===== config.mk =====
export PLATFORM = sky130hd
export DESIGN_NAME = icmp_echo_frame_generator
export DESIGN_NICKNAME = d
export VERILOG_FILES = /design/src/rtl/iefg_pkg.sv /design/src/rtl/iefg_front.sv /design/src/rtl/iefg_queue.sv /design/src/rtl/iefg_back.sv /design/src/rtl/icmp_echo_frame_generator.sv
export VERILOG_INCLUDE_DIRS = /design/src /design/src/rtl
export SDC_FILE = /design/constraint.sdc
export NUM_CORES = 1
export LEC_CHECK = 0
export ABC_AREA = 1
export BUFFER_PORTS_ARGS = -buffer_cell sky130_fd_sc_hd__buf_2
export CAP_MARGIN = 20
export CORE_ASPECT_RATIO = 1.4
export CORE_MARGIN = 10
export CORE_UTILIZATION = 63
export DETAILED_ROUTE_END_ITERATION = 12
export GPL_TIMING_DRIVEN = 0
export PLACE_DENSITY = 0.79
export RECOVER_POWER = 25
export SYNTH_ARGS = -nofsm -noshare
export SYNTH_HDL_FRONTEND = slang
export SYNTH_SLANG_ARGS = --single-unit
export TNS_END_PERCENT = 20

===== constraint.sdc =====
create_clock -name clk -period 4.9 [get_ports clk]
set_input_delay 0.49 -clock clk [delete_from_list [all_inputs] [get_ports clk]]
set_output_delay 0.49 -clock clk [all_outputs]
set_load 0.02 [all_outputs]

===== src/rtl/assert_macros.svh =====
// Assertion macros shared by the RTL of the ICMP echo frame generator.
// No dependencies; included by the modules that carry assertions.
`ifndef ASSERT_MACROS_SVH
`define ASSERT_MACROS_SVH

// Property holds at every clock edge outside reset.
`define IEFG_ASSERT(name, clk, rst_n, prop) \
    name: assert property (@(posedge clk) disable iff (!rst_n) prop) \
        else $error("assertion failed: name");

// Expression never true outside reset.
`define IEFG_NEVER(name, clk, rst_n, expr) \
    name: assert property (@(posedge clk) disable iff (!rst_n) !(expr)) \
        else $error("forbidden condition: name");

`endif


===== src/rtl/iefg_pkg.sv =====
// Shared types, constants and checksum helper for the ICMP echo frame generator.
// No dependencies.
package iefg_pkg;

    localparam int FrameLen     = 46;
    localparam int IdxW         = 6;
    localparam logic [IdxW-1:0] LastIndex = IdxW'(FrameLen - 1);
    localparam int QueueDepth   = 2;

    // Configuration register indexes
    localparam int CfgIndexW = 3;
    localparam int CfgDataW  = 48;
    localparam logic [CfgIndexW-1:0] RegDestMac     = 3'd0;
    localparam logic [CfgIndexW-1:0] RegSourceMac   = 3'd1;
    localparam logic [CfgIndexW-1:0] RegSourceIp    = 3'd2;
    localparam logic [CfgIndexW-1:0] RegDestIp      = 3'd3;
    localparam logic [CfgIndexW-1:0] RegIdentLow    = 3'd4;
    localparam logic [CfgIndexW-1:0] RegPayloadWord = 3'd5;

    localparam logic [31:0] PayloadReset = 32'h4544_474D;

    // Fixed header bytes
    localparam logic [7:0] EthTypeHi   = 8'h08;
    localparam logic [7:0] VerIhl      = 8'h45;
    localparam logic [7:0] TotLenLo    = 8'h20;
    localparam logic [7:0] FlagsDf     = 8'h40;
    localparam logic [7:0] Ttl         = 8'h80;
    localparam logic [7:0] ProtoIcmp   = 8'h01;
    localparam logic [7:0] IcmpEchoReq = 8'h08;

    // Sum of the constant 16-bit words of each header
    localparam int SumW = 19;
    localparam logic [SumW-1:0] IpConstSum   = 19'h1_0521; // 4500+0020+4000+8001
    localparam logic [SumW-1:0] IcmpConstSum = 19'h0_0800; // type 8, code 0

    typedef struct packed {
        logic [47:0] dest_mac;
        logic [47:0] source_mac;
        logic [31:0] source_ip;
        logic [31:0] dest_ip;
        logic [7:0]  ident_low;
        logic [31:0] payload_word;
    } cfg_t;

    typedef struct packed {
        logic [7:0]  seq_num;
        logic [15:0] ip_csum;
        logic [15:0] icmp_csum;
    } entry_t;

    typedef struct packed {
        logic full;
        logic empty;
    } q_status_t;

    // End-around carry fold of a raw sum, then one's complement.
    // Two folds suffice for SumW bits.
    function automatic logic [15:0] fold_csum(input logic [SumW-1:0] s);
        logic [16:0] t;
        logic [16:0] u;
        t = {1'b0, s[15:0]} + 17'(s[SumW-1:16]);
        u = {1'b0, t[15:0]} + 17'(t[16]);
        return ~u[15:0];
    endfunction

endpackage


===== src/rtl/iefg_front.sv =====
// Front end: accepts requests, forms raw header sums, folds them into checksums
// and pushes one entry into the queue. Depends on iefg_pkg.
module iefg_front
    import iefg_pkg::*;
(
    input  logic      clk,
    input  logic      rst_n,
    input  logic      start,
    input  logic [7:0] seq_num,
    output logic      busy,
    input  cfg_t      cfg,
    input  q_status_t q_status,
    output logic      push,
    output entry_t    push_data
);

    logic            stage_valid_reg, stage_valid_next;
    logic [7:0]      seq_reg;
    logic [SumW-1:0] ip_sum_reg, ip_sum_next;
    logic [SumW-1:0] icmp_sum_reg, icmp_sum_next;
    logic            accept;

    assign busy   = stage_valid_reg & q_status.full;
    assign accept = start & ~busy;
    assign push   = stage_valid_reg & ~q_status.full;

    assign stage_valid_next = accept | (stage_valid_reg & q_status.full);

    always_comb
    begin
        ip_sum_next = IpConstSum + SumW'(cfg.ident_low)
                    + SumW'(cfg.source_ip[31:16]) + SumW'(cfg.source_ip[15:0])
                    + SumW'(cfg.dest_ip[31:16]) + SumW'(cfg.dest_ip[15:0]);
        icmp_sum_next = IcmpConstSum + SumW'(cfg.ident_low) + SumW'(seq_num)
                      + SumW'(cfg.payload_word[31:16]) + SumW'(cfg.payload_word[15:0]);
    end

    always_ff @(posedge clk or negedge rst_n)
    begin
        if (!rst_n)
        begin
            stage_valid_reg <= 1'b0;
        end
        else
        begin
            stage_valid_reg <= stage_valid_next;
        end
    end

    always_ff @(posedge clk)
    begin
        if (accept)
        begin
            seq_reg      <= seq_num;
            ip_sum_reg   <= ip_sum_next;
            icmp_sum_reg <= icmp_sum_next;
        end
    end

    always_comb
    begin
        push_data.seq_num   = seq_reg;
        push_data.ip_csum   = fold_csum(ip_sum_reg);
        push_data.icmp_csum = fold_csum(icmp_sum_reg);
    end

endmodule


===== src/rtl/iefg_queue.sv =====
// Small FIFO of checksummed requests between front and back end.
// Depends on iefg_pkg and assert_macros.svh.
`include "assert_macros.svh"
module iefg_queue
    import iefg_pkg::*;
#(
    parameter int DEPTH = QueueDepth   // 2 or more
)
(
    input  logic      clk,
    input  logic      rst_n,
    input  logic      push,
    input  entry_t    push_data,
    input  logic      pop,
    output entry_t    pop_data,
    output q_status_t q_status
);

    localparam int PtrW = $clog2(DEPTH);
    localparam int CntW = $clog2(DEPTH + 1);
    localparam logic [PtrW-1:0] PtrLast = PtrW'(DEPTH - 1);
    localparam logic [CntW-1:0] CntFull = CntW'(DEPTH);

    entry_t        entries [DEPTH];
    logic [PtrW-1:0] wr_ptr_reg, wr_ptr_next;
    logic [PtrW-1:0] rd_ptr_reg, rd_ptr_next;
    logic [CntW-1:0] count_reg, count_next;

    assign q_status.full  = (count_reg == CntFull);
    assign q_status.empty = (count_reg == '0);
    assign pop_data       = entries[rd_ptr_reg];

    always_comb
    begin
        wr_ptr_next = wr_ptr_reg;
        rd_ptr_next = rd_ptr_reg;
        count_next  = count_reg;
        if (push)
        begin
            wr_ptr_next = (wr_ptr_reg == PtrLast) ? '0 : wr_ptr_reg + 1'b1;
        end
        if (pop)
        begin
            rd_ptr_next = (rd_ptr_reg == PtrLast) ? '0 : rd_ptr_reg + 1'b1;
        end
        if (push && !pop)
        begin
            count_next = count_reg + 1'b1;
        end
        else if (pop && !push)
        begin
            count_next = count_reg - 1'b1;
        end
    end

    always_ff @(posedge clk or negedge rst_n)
    begin
        if (!rst_n)
        begin
            wr_ptr_reg <= '0;
            rd_ptr_reg <= '0;
            count_reg  <= '0;
        end
        else
        begin
            wr_ptr_reg <= wr_ptr_next;
            rd_ptr_reg <= rd_ptr_next;
            count_reg  <= count_next;
        end
    end

    always_ff @(posedge clk)
    begin
        if (push)
        begin
            entries[wr_ptr_reg] <= push_data;
        end
    end

    `IEFG_NEVER(a_no_overflow, clk, rst_n, push && q_status.full)
    `IEFG_NEVER(a_no_underflow, clk, rst_n, pop && q_status.empty)

endmodule


===== src/rtl/iefg_back.sv =====
// Back end: byte sequencer that walks one queued request through the 46
// frame bytes and registers each byte onto the result ports.
// Depends on iefg_pkg and assert_macros.svh.
`include "assert_macros.svh"
module iefg_back
    import iefg_pkg::*;
(
    input  logic            clk,
    input  logic            rst_n,
    input  cfg_t            cfg,
    input  q_status_t       q_status,
    input  entry_t          pop_data,
    output logic            pop,
    output logic            result_valid,
    output logic [7:0]      frame_byte,
    output logic [IdxW-1:0] byte_index,
    output logic            last_byte
);

    logic            active_reg, active_next;
    logic [IdxW-1:0] idx_reg, idx_next;
    entry_t          cur_reg;
    logic            at_last;
    logic [7:0]      byte_sel;

    logic            result_valid_reg;
    logic [7:0]      frame_byte_reg;
    logic [IdxW-1:0] byte_index_reg;
    logic            last_byte_reg;

    assign at_last = (idx_reg == LastIndex);
    assign pop     = (~active_reg | at_last) & ~q_status.empty;

    always_comb
    begin
        active_next = active_reg;
        idx_next    = idx_reg;
        if (pop)
        begin
            active_next = 1'b1;
            idx_next    = '0;
        end
        else if (active_reg)
        begin
            if (at_last)
            begin
                active_next = 1'b0;
            end
            else
            begin
                idx_next = idx_reg + 1'b1;
            end
        end
    end

    always_comb
    begin
        case (idx_reg)
            6'd0:  byte_sel = cfg.dest_mac[47:40];
            6'd1:  byte_sel = cfg.dest_mac[39:32];
            6'd2:  byte_sel = cfg.dest_mac[31:24];
            6'd3:  byte_sel = cfg.dest_mac[23:16];
            6'd4:  byte_sel = cfg.dest_mac[15:8];
            6'd5:  byte_sel = cfg.dest_mac[7:0];
            6'd6:  byte_sel = cfg.source_mac[47:40];
            6'd7:  byte_sel = cfg.source_mac[39:32];
            6'd8:  byte_sel = cfg.source_mac[31:24];
            6'd9:  byte_sel = cfg.source_mac[23:16];
            6'd10: byte_sel = cfg.source_mac[15:8];
            6'd11: byte_sel = cfg.source_mac[7:0];
            6'd12: byte_sel = EthTypeHi;
            6'd14: byte_sel = VerIhl;
            6'd17: byte_sel = TotLenLo;
            6'd19: byte_sel = cfg.ident_low;
            6'd20: byte_sel = FlagsDf;
            6'd22: byte_sel = Ttl;
            6'd23: byte_sel = ProtoIcmp;
            6'd24: byte_sel = cur_reg.ip_csum[15:8];
            6'd25: byte_sel = cur_reg.ip_csum[7:0];
            6'd26: byte_sel = cfg.source_ip[31:24];
            6'd27: byte_sel = cfg.source_ip[23:16];
            6'd28: byte_sel = cfg.source_ip[15:8];
            6'd29: byte_sel = cfg.source_ip[7:0];
            6'd30: byte_sel = cfg.dest_ip[31:24];
            6'd31: byte_sel = cfg.dest_ip[23:16];
            6'd32: byte_sel = cfg.dest_ip[15:8];
            6'd33: byte_sel = cfg.dest_ip[7:0];
            6'd34: byte_sel = IcmpEchoReq;
            6'd36: byte_sel = cur_reg.icmp_csum[15:8];
            6'd37: byte_sel = cur_reg.icmp_csum[7:0];
            6'd39: byte_sel = cfg.ident_low;
            6'd41: byte_sel = cur_reg.seq_num;
            6'd42: byte_sel = cfg.payload_word[31:24];
            6'd43: byte_sel = cfg.payload_word[23:16];
            6'd44: byte_sel = cfg.payload_word[15:8];
            6'd45: byte_sel = cfg.payload_word[7:0];
            default: byte_sel = 8'h00;   // zero bytes of the headers
        endcase
    end

    always_ff @(posedge clk or negedge rst_n)
    begin
        if (!rst_n)
        begin
            active_reg       <= 1'b0;
            idx_reg          <= '0;
            result_valid_reg <= 1'b0;
        end
        else
        begin
            active_reg       <= active_next;
            idx_reg          <= idx_next;
            result_valid_reg <= active_reg;
        end
    end

    always_ff @(posedge clk)
    begin
        if (pop)
        begin
            cur_reg <= pop_data;
        end
        frame_byte_reg <= byte_sel;
        byte_index_reg <= idx_reg;
        last_byte_reg  <= at_last;
    end

    assign result_valid = result_valid_reg;
    assign frame_byte   = frame_byte_reg;
    assign byte_index   = byte_index_reg;
    assign last_byte    = last_byte_reg;

    `IEFG_ASSERT(a_last_at_end, clk, rst_n,
        result_valid && last_byte |-> byte_index == LastIndex)
    `IEFG_ASSERT(a_index_steps, clk, rst_n,
        result_valid && byte_index != '0 |->
            $past(result_valid) && byte_index == IdxW'($past(byte_index) + 1'b1))
    `IEFG_ASSERT(a_frame_starts_clean, clk, rst_n,
        result_valid && byte_index == '0 |-> !$past(result_valid) || $past(last_byte))

endmodule


===== src/rtl/icmp_echo_frame_generator.sv =====
// Top level of the ICMP echo-request frame generator: configuration registers,
// front end, request queue and byte sequencer. Depends on iefg_pkg and its submodules.
//
//  channel   | signals                                  | transaction when
//  ----------+------------------------------------------+-------------------------
//  request   | start, busy, seq_num                     | start & !busy at clk edge
//  config    | cfg_valid, cfg_ready, cfg_index, cfg_data| cfg_valid & cfg_ready
//  result    | result_valid, frame_byte, byte_index,    | every cycle result_valid
//            | last_byte                                |   is high (no stall)
//
// Each request produces 46 result transactions, one per cycle, byte 0 first,
// last_byte high on byte 45. The byte sequencer sets the rate: frames go back to
// back with no gap while requests are queued. A request passes the checksum
// stage register, the queue and the sequencer state before byte 0 is registered.
// The front end takes a new request while a frame is still being sent; busy
// rises only when the checksum stage holds a request and the queue is full.
// rst_n clears all control state and loads register reset values; results
// cannot be stalled, so nothing ever waits on the output side.
module icmp_echo_frame_generator
    import iefg_pkg::*;
#(
    parameter int QUEUE_DEPTH = QueueDepth
)
(
    input  logic                 clk,
    input  logic                 rst_n,
    // request
    input  logic                 start,
    output logic                 busy,
    input  logic [7:0]           seq_num,
    // configuration
    input  logic                 cfg_valid,
    output logic                 cfg_ready,
    input  logic [CfgIndexW-1:0] cfg_index,
    input  logic [CfgDataW-1:0]  cfg_data,
    // result
    output logic                 result_valid,
    output logic [7:0]           frame_byte,
    output logic [IdxW-1:0]      byte_index,
    output logic                 last_byte
);

    cfg_t      cfg_reg;
    q_status_t q_status;
    logic      push;
    logic      pop;
    entry_t    push_data;
    entry_t    pop_data;

    // Registers are always writable; writes to unused indexes are dropped.
    assign cfg_ready = 1'b1;

    always_ff @(posedge clk or negedge rst_n)
    begin
        if (!rst_n)
        begin
            cfg_reg.dest_mac     <= '0;
            cfg_reg.source_mac   <= '0;
            cfg_reg.source_ip    <= '0;
            cfg_reg.dest_ip      <= '0;
            cfg_reg.ident_low    <= '0;
            cfg_reg.payload_word <= PayloadReset;
        end
        else if (cfg_valid && cfg_ready)
        begin
            case (cfg_index)
                RegDestMac:     cfg_reg.dest_mac     <= cfg_data[47:0];
                RegSourceMac:   cfg_reg.source_mac   <= cfg_data[47:0];
                RegSourceIp:    cfg_reg.source_ip    <= cfg_data[31:0];
                RegDestIp:      cfg_reg.dest_ip      <= cfg_data[31:0];
                RegIdentLow:    cfg_reg.ident_low    <= cfg_data[7:0];
                RegPayloadWord: cfg_reg.payload_word <= cfg_data[31:0];
                default: ;
            endcase
        end
    end

    // Front end: request capture and checksum computation
    iefg_front u_front (
        .clk       (clk),
        .rst_n     (rst_n),
        .start     (start),
        .seq_num   (seq_num),
        .busy      (busy),
        .cfg       (cfg_reg),
        .q_status  (q_status),
        .push      (push),
        .push_data (push_data)
    );

    // Decouples checksum stage from the byte sequencer
    iefg_queue #(
        .DEPTH (QUEUE_DEPTH)
    ) u_queue (
        .clk       (clk),
        .rst_n     (rst_n),
        .push      (push),
        .push_data (push_data),
        .pop       (pop),
        .pop_data  (pop_data),
        .q_status  (q_status)
    );

    // Back end: emits the frame one byte per cycle
    iefg_back u_back (
        .clk          (clk),
        .rst_n        (rst_n),
        .cfg          (cfg_reg),
        .q_status     (q_status),
        .pop_data     (pop_data),
        .pop          (pop),
        .result_valid (result_valid),
        .frame_byte   (frame_byte),
        .byte_index   (byte_index),
        .last_byte    (last_byte)
    );

endmodule


## Word level (Yosys, flattened, before mapping)

Memories as Yosys holds them, arrays and structs flattened. A register that Yosys moved wholly into a read port is not among the register bits.
Cells that the tools add are included.

- Multiplexer cells: 13
- Eq/ne operators: 44
- Reduce and logical (&&, ||, !) cells: 18
- Add/subtract/negate cells: 18
- Bitwise gates (word level): 12

Operators with widths:

| kind | count |
|---|---|
| 8-bit one-hot mux with 36 select lines | 1 |
| 19-bit by 16-bit adder with 19-bit output | 6 |
| 6-bit by 5-bit == test with 1-bit output (second input constant) | 13 |
| 6-bit == test (second input constant) | 11 |
| 6-bit by 4-bit == test with 1-bit output (second input constant) | 6 |
| 16-bit by 3-bit adder with 17-bit output | 2 |
| 16-bit by 1-bit adder with 16-bit output | 2 |
| 16-bit NOT | 2 |
| 6-bit by 3-bit == test with 1-bit output (second input constant) | 4 |
| 19-bit by 8-bit adder with 19-bit output | 1 |
| 17-bit by 8-bit adder with 18-bit output (first input constant) | 1 |
| 6-bit two-way mux | 3 |
| 2-bit AND reduction | 7 |
| 12-bit by 8-bit adder with 13-bit output (first input constant) | 1 |
| 6-bit by 2-bit == test with 1-bit output (second input constant) | 2 |
| 1-bit two-way mux | 7 |
| 6-bit by 1-bit adder with 6-bit output (second input constant) | 1 |
| 3-bit by 2-bit == test with 1-bit output (second input constant) | 2 |
| 3-bit == test (second input constant) | 2 |
| 6-bit by 1-bit == test with 1-bit output (second input constant) | 1 |
| 6-bit zero test | 1 |
| 1-bit AND | 4 |
| 2-bit two-way mux | 2 |
| 1-bit NOT | 4 |
| 13 further kinds | 19 |

- Input port bits: 63
- Register bits after elaboration: 274
- RAM bits: 80
- Output and inout port bits: 18
- Memories: 1

Memory list:

| name | words | width | rd ports | clocked after Yosys merged registers in | write ports | line | RTL |
|---|---|---|---|---|---|---|---|
| u_queue.entries | 2 | 40 | 1 | 1 | 1 | iefg_queue.sv:24 | `entry_t entries [DEPTH];` |

## Longest topological paths before layout

Gate-level depths: netlist of the first run.

- Depth after elaboration: 7
- Mapped depth: 20
- Depth with buffers taken out: 20

## Cells and area by module

Synthesis of the first run repeated with hierarchy kept, for this count alone.

- Cell total of the unflattened synthesis: 2567
- Area, all modules: 22019.9 sq um

Modules (own cells, without submodules):

| module | area an instance (sq um) | times used | sequential area each (sq um) | cells each |
|---|---|---|---|---|
| icmp_echo_frame_generator | 7787.5 | 1 | 5021.1 | 877 |
| iefg_front | 6717.7 | 1 | 1376.3 | 885 |
| iefg_back | 4217.8 | 1 | 1701.6 | 655 |
| iefg_queue | 3296.9 | 1 | 2502.4 | 150 |

## Worst setup path after synthesis of the first run

Ideal clock, no wire load.

- Path kind: reg2reg
- Start point: register cfg_reg[32] in the netlist's numbering
- End point: register u_front.ip_sum_reg[17], data pin
- Period minus slack after synthesis: 4.072 ns
- Buffers on the path: 0
- Arrival time: 3.820 ns
- Slack: 0.828 ns
- Library setup time: 0.252 ns
- Stages on the path, launching flop included: 19
- Path through: dfrtp_1 -> ha_1 -> nand3_1 -> o21ai_0 -> xor2_1 -> inv_1 -> fa_1 -> fa_1 -> inv_1 -> fa_1 -> inv_1 -> ha_1 -> a21o_1 -> a21oi_1 -> o21ai_0 -> nand3_1 -> nand2_1 -> nand2_1 -> nand2_1

- Cells in the longest elaborated chain, start to end: 5

RTL lines:

| element | line | RTL |
|---|---|---|
| from (decl) | icmp_echo_frame_generator.sv:43 | `cfg_t cfg_reg;` |
| 17-bit by 8-bit adder with 18-bit output | iefg_front.sv:31 | `ip_sum_next = IpConstSum + SumW'(cfg.ident_low)` |
| 19-bit by 16-bit adder with 19-bit output (2 in series) | iefg_front.sv:32 | `+ SumW'(cfg.source_ip[31:16]) + SumW'(cfg.source_ip[15:0])` |
| 19-bit by 16-bit adder with 19-bit output (2 in series) | iefg_front.sv:33 | `+ SumW'(cfg.dest_ip[31:16]) + SumW'(cfg.dest_ip[15:0]);` |
| net u_front.ip_sum_next[17] | iefg_front.sv:19 | `logic [SumW-1:0] ip_sum_reg, ip_sum_next;` |
| to (signal assigned) | iefg_front.sv:55 | `ip_sum_reg <= ip_sum_next;` |
| to (decl) | iefg_front.sv:19 |  |

The timed path passes the listed nets, and every way through them passes these cells.
A chain may end at the register's enable or synchronous reset.

## Worst setup path after layout of the first run

- Start point: register cfg_reg[34] in the netlist's numbering
- End point: register u_front.ip_sum_reg[16], data pin

The elaborated chain is that of the path after synthesis.

==> results.py, run 1 <==
metrics = {
    "pwr": {
        "power.net_switching_mw": 6.96,
        "power.total_mw": 15.9,
        "power.static_leakage_nw": 10.9,
        "power.share.clock": 0.195,
        "internal_power_mw": 8.97,
        "combinationalPowerShare": 0.459,
        "power.sequential.fraction": 0.346,
        "max-vdd-ir-drop_mv": 0.820,
        "p_per_area_nw_per_um2": 680,
        "power.share.switching": 0.437,
    },
    "cells_and_area": {
        "layout.cells.most_common": "nand2_1",
        "max_reg_flops": 200,
        "top_library_cells_by_usage_in_the_layout_fill_and_taps_aside": "nand2_1 (661), inv_1 (286), o21ai_0 (239)",
        "filler_cell_count": 2434,
        "post_route_cells_drive_above_1_share": 0.104,
        "fin_util": 0.708,
        "nets": 2646,
        "area_growth_from_synthesis_to_final_layout_pct": 11.2,
    },
    "hold_path": {
        "holdCritStartpoint": "start",
        "timing.hold.worst_endpoint": "u_front.stage_valid_reg",
        "worst_hold_path.num_cells": 2,
        "worst_hold_path_type": "primary input to flip-flop",
    },
    "drt": {
        "first_iter_violations": 2250,
        "maxUsedRoutingLayer": "met4",
        "iteration_count_of_the_initial_detailed_routing_pass": 6,
        "remaining_drc_errors": 0,
        "totalWireLength_um": 76600,
        "met3_length_um": 6730,
        "routedLengthMet1_um": 27100,
        "viasPerCell": 6.09,
        "detailroute.via_count": 17800,
        "routed_wire_length_per_instance_um": 26.2,
        "drtAntennaViolNets": 0,
        "met2RoutedLength_um": 35700,
    },
    "timing": {
        "clock-skew-final_ps": 15.0,
        "maxClockFrequency_mhz": 213,
        "final_number_of_max_transition_violations": 216,
        "rsz0062_at_grt": "false",
        "finalWorstSetupSlack_ps": 201,
        "timing.final.crit_share": 0.959,
        "crit_path_time_final_ps": 4700,
        "tightestPinTransition_ps": 2590,
        "final-hold-violation-count": 0,
        "timing.max_slew.rel_slack": -0.726,
        "setup_viol": 0,
    },
    "floorplanning": {
        "die_x_um": 175,
        "num_rows": 79,
        "core_sq_um": 33100,
        "design.portCount": 81,
        "die_h_um": 236,
        "floorplan.die_area_sq_um": 41300,
        "initial_core_util": 0.636,
    },
    "clock_network": {
        "postCtsHoldBufs": 0,
        "clk_latency_ps": 570,
        "cts_inserted_buffers": 40,
        "cts_tree": "yes",
        "clock_sinks": 393,
        "cts.reportedPaths.clkPinSlew_ps": 60,
        "ctsHtreeMaxLevel": 2,
        "clock_path_buffers": 3,
        "cts-root-buf": "clkbuf_16",
    },
    "critical_path": {
        "worst-r2r-cell-count": 20,
        "r2r_setup_slack_ps": 200,
        "timing.critical_path.arrival_ps": 5000,
        "crit_type": "flip-flop to flip-flop",
        "r2r-end": "u_front.ip_sum_reg[16]",
        "cp-start-kind": "flip-flop",
        "timing.critical_path.required_ps": 5200,
        "cp_endpoint_kind": "flip-flop",
        "regToRegStartpoint": "cfg_reg[34]",
        "crit_path_max_fanout": 6,
    },
    "placed_design": {
        "routabilityCongestion": 1.07,
        "dp_hpwl_um": 58200,
        "port_buffers": 79,
        "dpl_worst_slack_ps": 14.8,
    },
    "yosys": {
        "proportion_of_synthesized_chip_area_in_sequential_cells": 0.503,
        "yosysUniqueCellTypes": 55,
        "syn_area_per_cell_sq_um": 9.07,
        "yosys_warnings": 0,
        "most_used_dff_post_synth": "dfrtp_1",
        "synth_edf_count": 165,
        "postSynthRegisterBits": 393,
        "syn_nets": 2520,
        "syn-instance-count": 2323,
        "asyncSetResetFlopFracSynth": 0.542,
        "netlist_area_sq_um": 21100,
    },
    "grt": {
        "grt_antenna_before_repair": 1,
        "grt_first_pass_wirelength_um": 113000,
        "grt-ovfl-total": 0,
        "grt_use_total": 0.368,
        "first_global_vias": 17400,
        "grt_start_max_net_pins": 116,
    },
    "outcome": {
        "outcome": "complete, but fails checks",
        "violated_checks": "capacitance limit, slew limit",
    },
    "run": {
        "max_cap_violations": 2,
    },
}
logic make-up (layout without fill, tap and decap cells):
logic type | Yosys count | count (layout) | share of synthesized area
AOI/OAI and AO/OA | 368 | 368 | 0.0966
xor gates and xnor gates | 50 | 50 | 0.0208
adders and majority gates | 134 | 134 | 0.101
buffers and inverters | 374 | 532 | 0.0699
DFF | 393 | 393 | 0.503
other | 1 | 2 | 0.000178
and+or+nand+nor | 1003 | 1003 | 0.208
through the flow:
step                setup TNS, ps  hold slack, ps  instances  area, sq um
finish                          0             147       2927        23400
global route                    0             165       2926        23400
CTS                             0            23.4       2926        23500
detailed placement              0             361       2852        22200
global placement           -41050             355       2847        22000
floorplan                       0             194       2323        21100
final cells by class:
type / count / area (sq um) / area share
Clock buffer: 58 / 1160 / 0.0496
Clock inverter: 16 / 153 / 0.00651
Timing Repair Buffer: 84 / 472 / 0.0201
Sequential cell: 393 / 10600 / 0.453
Tap cell: 445 / 557 / 0.0238
Multi-Input combinational cell: 1556 / 9010 / 0.385
Antenna cell: 1 / 2.50 / 0.000107
Inverter: 310 / 1160 / 0.0497
Buffer: 64 / 309 / 0.0132
worst max-delay path: stages, from the launching register on:
cell      delay [ps]
dfrtp_2          510
nand3_1          140
nand3b_1         230
a21oi_1          250
inv_1             70
nor2_1           190
nor2_1            80
fa_1             470
fa_1             520
inv_1             50
fa_1             500
inv_1             40
ha_1             360
nand2_1          110
inv_1             70
a21oi_1          170
nand2_1          110
a21oi_1          280
o21ai_0          130
nand2_1           70
nand2_1           70
repair_timing:
action                     4_1_cts  5_1_grt
setup endpoints to repair        0        9
gates resized for setup          0        5
buffers inserted                 0        0
metal layers:
metal | vias up | track usage
met1 | 8571 | 0.428
li1 | 7831 | -
met5 | - | 0
met4 | 0 | 0.283
met3 | 311 | 0.0775
met2 | 1124 | 0.588
worst max path at each step:
stage	cells past startpoint	slack, ps	end	startpoint
floorplan	18	830	u_front.ip_sum_reg[17]	cfg_reg[32]
global placement	1	-240	cfg_reg[7]	rst_n
detailed placement	18	10	u_front.ip_sum_reg[17]	cfg_reg[32]
CTS	18	20	u_front.ip_sum_reg[17]	cfg_reg[32]
global route	20	5	u_front.ip_sum_reg[16]	cfg_reg[34]
finish	20	200	u_front.ip_sum_reg[16]	cfg_reg[34]
power groups by stage:
stage          clock [mW]  combinational (mW)  sequential (mW)
5_1_grt              3.23                8.02             5.57
3_3_place_gp            0                6.71             5.51
6_report             3.11                7.31             5.52
3_5_place_dp            0                6.94             5.52
2_1_floorplan           0                4.84             5.33
4_1_cts              3.08                7.13             5.48
synth_stat cells, drive strengths merged, types with 2 or more instances:
master   count  area [sq um]
a211oi       9          67.6
a21o         5          37.5
a21oi       51           255
buf         17           133
clkbuf      47           176
dfrtp      200          5000
dfstp       13           342
dfxtp       15           300
edfxtp     165          4950
fa          60          1200
ha          74           926
inv        310          1160
nand2      681          2620
nand3       91           526
nand3b      11          82.6
nand4       50           313
nor2       139           666
nor3        18          95.1
nor3b        2          15.0
o2111ai     14           123
o211ai       3          22.5
o21a         3          22.5
o21ai      244          1220
o21bai       4          30.0
o22ai       20           125
o2bb2ai      7          61.3
o31ai        2          15.0
or2          9          56.3
xnor2       14           123
xor2        36           315
Power figures use the tool's default switching activity.
==> run 2, diff against run 1 <==
CTS_BUF_LIST = sky130_fd_sc_hd__clkbuf_4 sky130_fd_sc_hd__clkbuf_8 sky130_fd_sc_hd__clkbuf_16   (was default)
==> results.py, run 2 (synthesis results as in run 1) <==
metrics = {
    "clock_network": {
        "cts_inserted_buffers": 40,
        "ctsHtreeMaxLevel": 2,
        "cts.reportedPaths.clkPinSlew_ps": 70,
        "clk_latency_ps": 570,
        "cts_tree": "yes",
        "postCtsHoldBufs": 0,
        "clock_sinks": 393,
        "post_cts_setup_buffer_count": 0,
        "cts-root-buf": "clkbuf_16",
        "clock_path_buffers": 3,
    },
    "drt": {
        "iteration_count_of_the_initial_detailed_routing_pass": 8,
        "totalWireLength_um": 76700,
        "detailroute.via_count": 18000,
        "viasPerCell": 6.15,
        "routed_wire_length_per_instance_um": 26.2,
        "first_iter_violations": 2257,
        "remaining_drc_errors": 0,
        "drtAntennaViolNets": 0,
    },
    "placed_design": {
        "dp_hpwl_um": 58200,
        "port_buffers": 79,
        "dp_cells": 2852,
        "routabilityCongestion": 1.07,
    },
    "timing": {
        "rsz0062_at_grt": "false",
        "timing.max_slew.rel_slack": -0.723,
        "final_number_of_max_transition_violations": 216,
        "clock-skew-final_ps": 15.5,
        "setup_viol": 0,
        "tightestPinTransition_ps": 2580,
        "final-hold-violation-count": 0,
        "crit_path_time_final_ps": 4680,
        "maxClockFrequency_mhz": 214,
        "timing.final.crit_share": 0.954,
    },
    "critical_path": {
        "worst_path_max_delay_cell": "dfrtp_2",
        "crit_type": "flip-flop to flip-flop",
        "cp_endpoint_kind": "flip-flop",
        "timing.critical_path.required_ps": 5210,
        "timing.critical_path.arrival_ps": 4980,
        "cp_cell_sequence": "nand3_1 -> nand3b_1 -> a21oi_1 -> inv_1 -> nor2_1 -> nor2_1 -> fa_1 -> fa_1 -> inv_1 -> fa_1 -> inv_1 -> ha_1 -> nand2_1 -> inv_1 -> a21oi_1 -> nand2_1 -> a21oi_2 -> o21ai_0 -> nand2_1 -> nand2_1",
        "worst-r2r-cell-count": 20,
        "r2r_setup_slack_ps": 220,
        "cp_max_stage_delay_ps": 520,
        "r2r-end": "u_front.ip_sum_reg[16]",
        "cp-start-kind": "flip-flop",
        "crit_path_max_fanout": 6,
        "cpLargestDelayFamily": "adder cells",
        "critical_path_buffers_and_inverters": 4,
        "regToRegStartpoint": "cfg_reg[32]",
        "critical_path_depth_in_cells": 20,
    },
    "cells_and_area": {
        "nets": 2646,
        "top_library_cells_by_usage_in_the_layout_fill_and_taps_aside": "nand2_1 (661), inv_1 (286), o21ai_0 (239)",
        "post_route_cells_drive_above_1_share": 0.109,
        "area_growth_from_synthesis_to_final_layout_pct": 11.5,
        "fin_util": 0.709,
        "max_reg_flops": 200,
        "filler_cell_count": 2412,
        "multiInputGateArea_sq_um": 9010,
        "area.sequential_sq_um": 10600,
        "layout.cells.most_common": "nand2_1",
        "finalNonFillerCells": 2927,
    },
    "grt": {
        "grt_start_max_net_pins": 116,
        "grt_antenna_before_repair": 0,
        "grt_use_total": 0.369,
        "grt-ovfl-total": 0,
        "first_global_vias": 17600,
        "grt_first_pass_wirelength_um": 113000,
    },
    "outcome": {
        "outcome": "complete, but fails checks",
        "violated_checks": "capacitance limit, slew limit",
    },
    "pwr": {
        "max-vdd-ir-drop_mv": 0.829,
        "power.static_leakage_nw": 11.0,
        "p_per_area_nw_per_um2": 683,
    },
    "run": {
        "max_cap_violations": 2,
    },
    "floorplanning": {
        "design.portCount": 81,
        "initial_core_util": 0.636,
        "core_sq_um": 33100,
        "die_h_um": 236,
        "floorplan.die_area_sq_um": 41300,
        "die_x_um": 175,
        "num_rows": 79,
    },
    "hold_path": {
        "worst_hold_path.num_cells": 2,
        "holdCritStartpoint": "start",
        "worst_hold_path_type": "primary input to flip-flop",
        "timing.hold.worst_endpoint": "u_front.stage_valid_reg",
    },
}
run 2: cell counts in the layout (fill, tap and decap cells not counted):
No cell type changed its count.
run 2: through the flow:
| stage | area, sq um | hold WS [ps] | setup TNS, ps | power [mW] | setup WS (ps) |
|---|---|---|---|---|---|
| 2_1_floorplan | 21100 | 194 | 0 | 10.2 | 828 |
| 5_1_grt | 23500 | 168 | 0 | 16.9 | 71.0 |
| 3_5_place_dp | 22200 | 361 | 0 | 12.5 | 14.8 |
| 3_3_place_gp | 22000 | 355 | -41050 | 12.2 | -243 |
| 6_report | 23500 | 160 | 0 | 16.0 | 223 |
| 4_1_cts | 23500 | 20.4 | 0 | 15.8 | 30.5 |
run 2: power breakdown:
group / total (mW) / internal, mW / switching (mW) / leakage, nW
clock network: 3.19 / 1.83 / 1.36 / 0.671
registers: 5.52 / 4.80 / 0.714 / 4.30
logic: 7.33 / 2.41 / 4.92 / 6.01
total: 16.0 / 9.04 / 6.99 / 11.0
run 2: timing repair:
action / in CTS / in global routing
resized for setup: 1 / 5
pin swaps: 0 / 0
setup endpoints to repair: 1 / 6
gates cloned: 0 / 0
run 2: routing by layer:
| layer | up-vias | wire length (um) | global-route usage |
|---|---|---|---|
| met2 | 1184 | 35800 | 0.590 |
| met4 | 0 | 7330 | 0.295 |
| met5 | - | 0 | 0 |
| li1 | 7830 | - | - |
| met3 | 344 | 6850 | 0.0793 |
| met1 | 8649 | 26600 | 0.422 |
run 2: how the worst max path moves through the flow:
stage,startpoint,end
after floorplan,cfg_reg[32],u_front.ip_sum_reg[17]
after global placement,rst_n,cfg_reg[7]
after detailed placement,cfg_reg[32],u_front.ip_sum_reg[17]
after CTS,cfg_reg[33],u_front.ip_sum_reg[17]
after global routing,cfg_reg[32],u_front.ip_sum_reg[16]
final,cfg_reg[32],u_front.ip_sum_reg[16]
run 2: worst reg2reg max path: stages, from the launching register on:
cell and delay [ps]:
dfrtp_2 520, nand3_1 150, nand3b_1 230, a21oi_1 260, inv_1 70, nor2_1 190
nor2_1 90, fa_1 470, fa_1 520, inv_1 50, fa_1 500, inv_1 40
ha_1 350, nand2_1 100, inv_1 70, a21oi_1 180, nand2_1 120, a21oi_2 220
o21ai_0 120, nand2_1 80, nand2_1 70
run 2: cell type report:
cell class | count | area share
Sequential cell | 393 | 0.452
Multi-Input combinational cell | 1556 | 0.384
Clock buffer | 58 | 0.0512
Inverter | 310 | 0.0496
Tap cell | 445 | 0.0237
Timing Repair Buffer | 84 | 0.0201
Buffer | 64 | 0.0132
Clock inverter | 16 | 0.00650
Antenna cell | 1 | 0.000107
